[config.mk]
export PLATFORM = sky130hd
export DESIGN_NAME = spq_cell
export DESIGN_NICKNAME = d
export VERILOG_FILES = /design/src/rtl/spq_pkg.sv /design/src/rtl/spq_cell.sv
export SDC_FILE = /design/constraint.sdc
export NUM_CORES = 1
export LEC_CHECK = 0
export BUFFER_PORTS_ARGS = -buffer_cell sky130_fd_sc_hd__buf_4
export CORE_MARGIN = 2
export CORE_UTILIZATION = 45
export DETAILED_ROUTE_END_ITERATION = 8
export PLACE_DENSITY = 0.85
export SYNTH_ARGS = -nofsm -noshare
export SYNTH_HDL_FRONTEND = slang
export SYNTH_SLANG_ARGS = --single-unit
[constraint.sdc]
create_clock -name clk -period 5.3 [get_ports clk]
set_clock_uncertainty 0.15 [all_clocks]
set_input_delay 1.06 -clock clk [delete_from_list [all_inputs] [get_ports clk]]
set_output_delay 1.06 -clock clk [all_outputs]
set_load 0.02 [all_outputs]
[src/rtl/spq_pkg.sv]
// Package for the sorted priority queue: widths, codes and entry types.
// No dependencies.
`default_nettype none

package spq_pkg;

  localparam int DEPTH_DEF = 64;
  localparam int VAL_W     = 32;
  localparam int PRI_W     = 8;
  localparam int CNT_OUT_W = 7;
  localparam int STAT_W    = 2;
  localparam int IN_DW     = 40;
  localparam int OUT_DW    = 40;

  typedef enum logic {
    OP_INSERT = 1'b0,
    OP_REMOVE = 1'b1
  } spq_op_t;

  typedef enum logic [STAT_W-1:0] {
    STAT_OK    = 2'd0,
    STAT_FULL  = 2'd1,
    STAT_EMPTY = 2'd2
  } spq_status_t;

  typedef struct packed {
    logic             valid;
    logic [VAL_W-1:0] value;
    logic [PRI_W-1:0] pri;
  } spq_entry_t;

  // per-cycle command broadcast to every cell
  typedef struct packed {
    logic             ins;
    logic             rem;
    logic [VAL_W-1:0] value;
    logic [PRI_W-1:0] pri;
  } spq_cmd_t;

  localparam spq_entry_t ENTRY_NONE = '{valid: 1'b0, value: '0, pri: '0};

endpackage

`default_nettype wire

[src/rtl/spq_cell.sv]
// One slot of the sorted chain: holds an entry, shifts towards the tail on
// insert and towards the head on remove. Depends on spq_pkg.
`default_nettype none

module spq_cell (
  input  wire                  clk,
  input  wire                  rst_n,
  input  spq_pkg::spq_cmd_t    cmd,
  input  spq_pkg::spq_entry_t  left_ent,
  input  wire                  left_keep,
  input  spq_pkg::spq_entry_t  right_ent,
  output spq_pkg::spq_entry_t  ent,
  output logic                 keep
);
  import spq_pkg::*;

  logic             valid_r, valid_nxt;
  logic [VAL_W-1:0] value_r, value_nxt;
  logic [PRI_W-1:0] pri_r, pri_nxt;

  // entry stays put on insert: valid and priority not below the new one
  assign keep = valid_r && (pri_r >= cmd.pri);
  assign ent  = '{valid: valid_r, value: value_r, pri: pri_r};

  always_comb begin
    valid_nxt = valid_r;
    value_nxt = value_r;
    pri_nxt   = pri_r;
    if (cmd.ins && !keep) begin
      if (left_keep) begin
        valid_nxt = 1'b1;
        value_nxt = cmd.value;
        pri_nxt   = cmd.pri;
      end else begin
        valid_nxt = left_ent.valid;
        value_nxt = left_ent.value;
        pri_nxt   = left_ent.pri;
      end
    end else if (cmd.rem) begin
      valid_nxt = right_ent.valid;
      value_nxt = right_ent.value;
      pri_nxt   = right_ent.pri;
    end
  end

  always_ff @(posedge clk) begin
    if (!rst_n) begin
      valid_r <= 1'b0;
    end else begin
      valid_r <= valid_nxt;
    end
  end

  always_ff @(posedge clk) begin
    value_r <= value_nxt;
    pri_r   <= pri_nxt;
  end

endmodule

`default_nettype wire

==> out/results.tsv <==
metric	value	unit
worstSetupPathType	input port to output port	
die_h	79.9	microns
r2r-start	pri_r[6]	
yosysSeqAreaShare	47.1	%
antenna_found_initial	0	
min-delay-path-class	flip-flop to flip-flop	
ff2ff_path_depth	6	
worstMarginPinSlew	1.01	ns
cts_max_path_buffers	2	
yosysUniqueCellTypes	21	
first_pass_iters	4	
drc	0	
rrSetupSlack	2.40	ns
worstPathRequired	4.09	ns
drt_iter0_drc	62	
num_vias	1988	
area_growth	53.8	%
dpl.cell_count	399	
grtUsageTotal	19.1	%
ys_warn_count	0	
dieArea	6390	sq um
syn_area	2590	sq um
cts_sinks	41	
cts-hold-fix-buffers	0	
wire_per_inst	15.7	microns
r2r_end	pri_r[0]	
rows	27	
yosys-top-cells-area	edfxtp_1 46%, mux2_4 22%, mux2_2 18%, ha_1 3.9%, buf_6 1.7%	
clk_pin_slew_worst_paths	0.07	ns
synth_top_area_share	46.3	%
hold_path_end	valid_r	
synth_cells	168	
num_antenna_cells	0	
placed_cell_area	3880	sq um
grt_max_degree	42	
leakage	1.93	nW
outcome	complete, no violations	
crit_start	cmd[6]	
period_minus_slack	3.49	ns
grt_pass1_vias	1997	
synth.largest_area_cell	edfxtp_1	
ant_nets	0	
place_hpwl	4.97	mm
fin_crit_sh	65.9	%
instances_no_fill	407	
cts-htree-levels	2	
synth_fp_nets	303	
tritoncts	built	
power_density	248	nW/um^2
rsz0062_at_grt	false	
nNetsFinal	469	
slew_headroom	32.9	%
cp-start-kind	input port	
overflow	0	
final_common_cell	buf_4	
synth-seq-cells	41	
routed_wl	6.38	mm
final_util	72.0	%
setup_viol	0	
post-cts-setup-buffers	0	
max_cap_violations	0	
io_buffer_count	168	
final_max_slew_viol_count	0	
syn_avg_cell_area	15.4	sq um
fmax	0.286	GHz
final_cell_mix	169 x buf_4, 42 x mux2_2, 40 x edfxtp_1	
layout-drive-gt1-share	77.3	%
hold_start	valid_r	
setup_tns	0	ns
ir_worst_vdd	0.000163	V
end_kind	output port	
coreArea	5540	sq um
cp.arrival	2.28	ns
viasPerCell	4.88	
crit_path_max_fanout	3	
cts_buffers	5	
gp_congestion	0.769	
whs_path_depth	2	
cts-root-buf	clkbuf_8	
clk_latency	0.29	ns
final-hold-violation-count	0	
start_util	46.8	%
die_w	79.9	microns
pin_count	169	
stdcell_area	3990	sq um
post_cts_resized	0	
grt_pass1_wl	9.27	mm
cells in the mapped netlist:
cell type,instances
inv_1,11
mux2_4,38
buf_6,4
dfxtp_1,1
mux2_2,42
o21ai_1,2
ha_1,8
nand2_1,2
a41o_2,1
o22ai_1,1
nand3_1,1
nand3_4,1
o31ai_2,1
edfxtp_1,40
a21oi_1,3
nand2b_1,1
buf_4,1
nor3_1,1
clkbuf_1,5
nor2_1,3
mux2i_1,1
worst max-delay path, cell delays in order:
cell	delay, ns
buf_4	0.08
inv_1	0.03
ha_1	0.30
a21oi_1	0.15
o22ai_1	0.09
o21ai_1	0.30
nand2_1	0.09
buf_4	0.17
layout make-up:
class / instances / area (sq um)
fillers: 411 / 1550
repair buffers: 169 / 1270
multi-input cells: 106 / 1260
flip-flops and latches: 41 / 1220
well taps: 72 / 90.1
clock buffers: 6 / 72.6
inverters: 11 / 41.3
clock inverters: 2 / 33.8
metal layers:
metal	GRT usage [%]	routed length, microns	vias up
li1	-	-	961
met1	21.4	2310	917
met2	35.1	3400	104
met3	5.43	605	6
met4	5.08	60	0
met5	0	0	-
power by group:
part / internal, mW / switching (mW)
logic: 0.190 / 0.139
clock network: 0.139 / 0.103
registers: 0.406 / 0.0133
flip-flops by register name, summed over array words and instances, names as in the netlist:
name,cells
pri_r,8
value_r,32
valid_r,1
stage by stage:
step	worst slack, ns	hold slack [ns]	power [mW]
floorplan	1.61	0.385	0.612
global placement	1.67	0.419	0.750
detailed placement	1.58	0.420	0.759
CTS	1.80	0.430	0.998
global route	1.70	0.485	1.03
finish	1.81	0.435	0.991
cell families after synthesis:
logic type / after synthesis / synth area share, %
AO/OA/AOI/OAI: 8 / 2.12
adder cells (fa/ha/maj): 8 / 3.86
buffers and inverters: 21 / 4.34
flip-flops: 41 / 47.1
multiplexers: 81 / 40.6
AND/OR/NAND/NOR: 9 / 2.03
worst max path at each step:
stage               cells past startpoint    endpoint  slack [ns]
detailed placement                      8  value_r[9]        1.58
global route                            8        keep        1.70
global placement                        8  value_r[5]        1.67
floorplan                               8    pri_r[0]        1.61
CTS                                     8        keep        1.80
finish                                  8        keep        1.81
(Power assumes the default switching activity.)
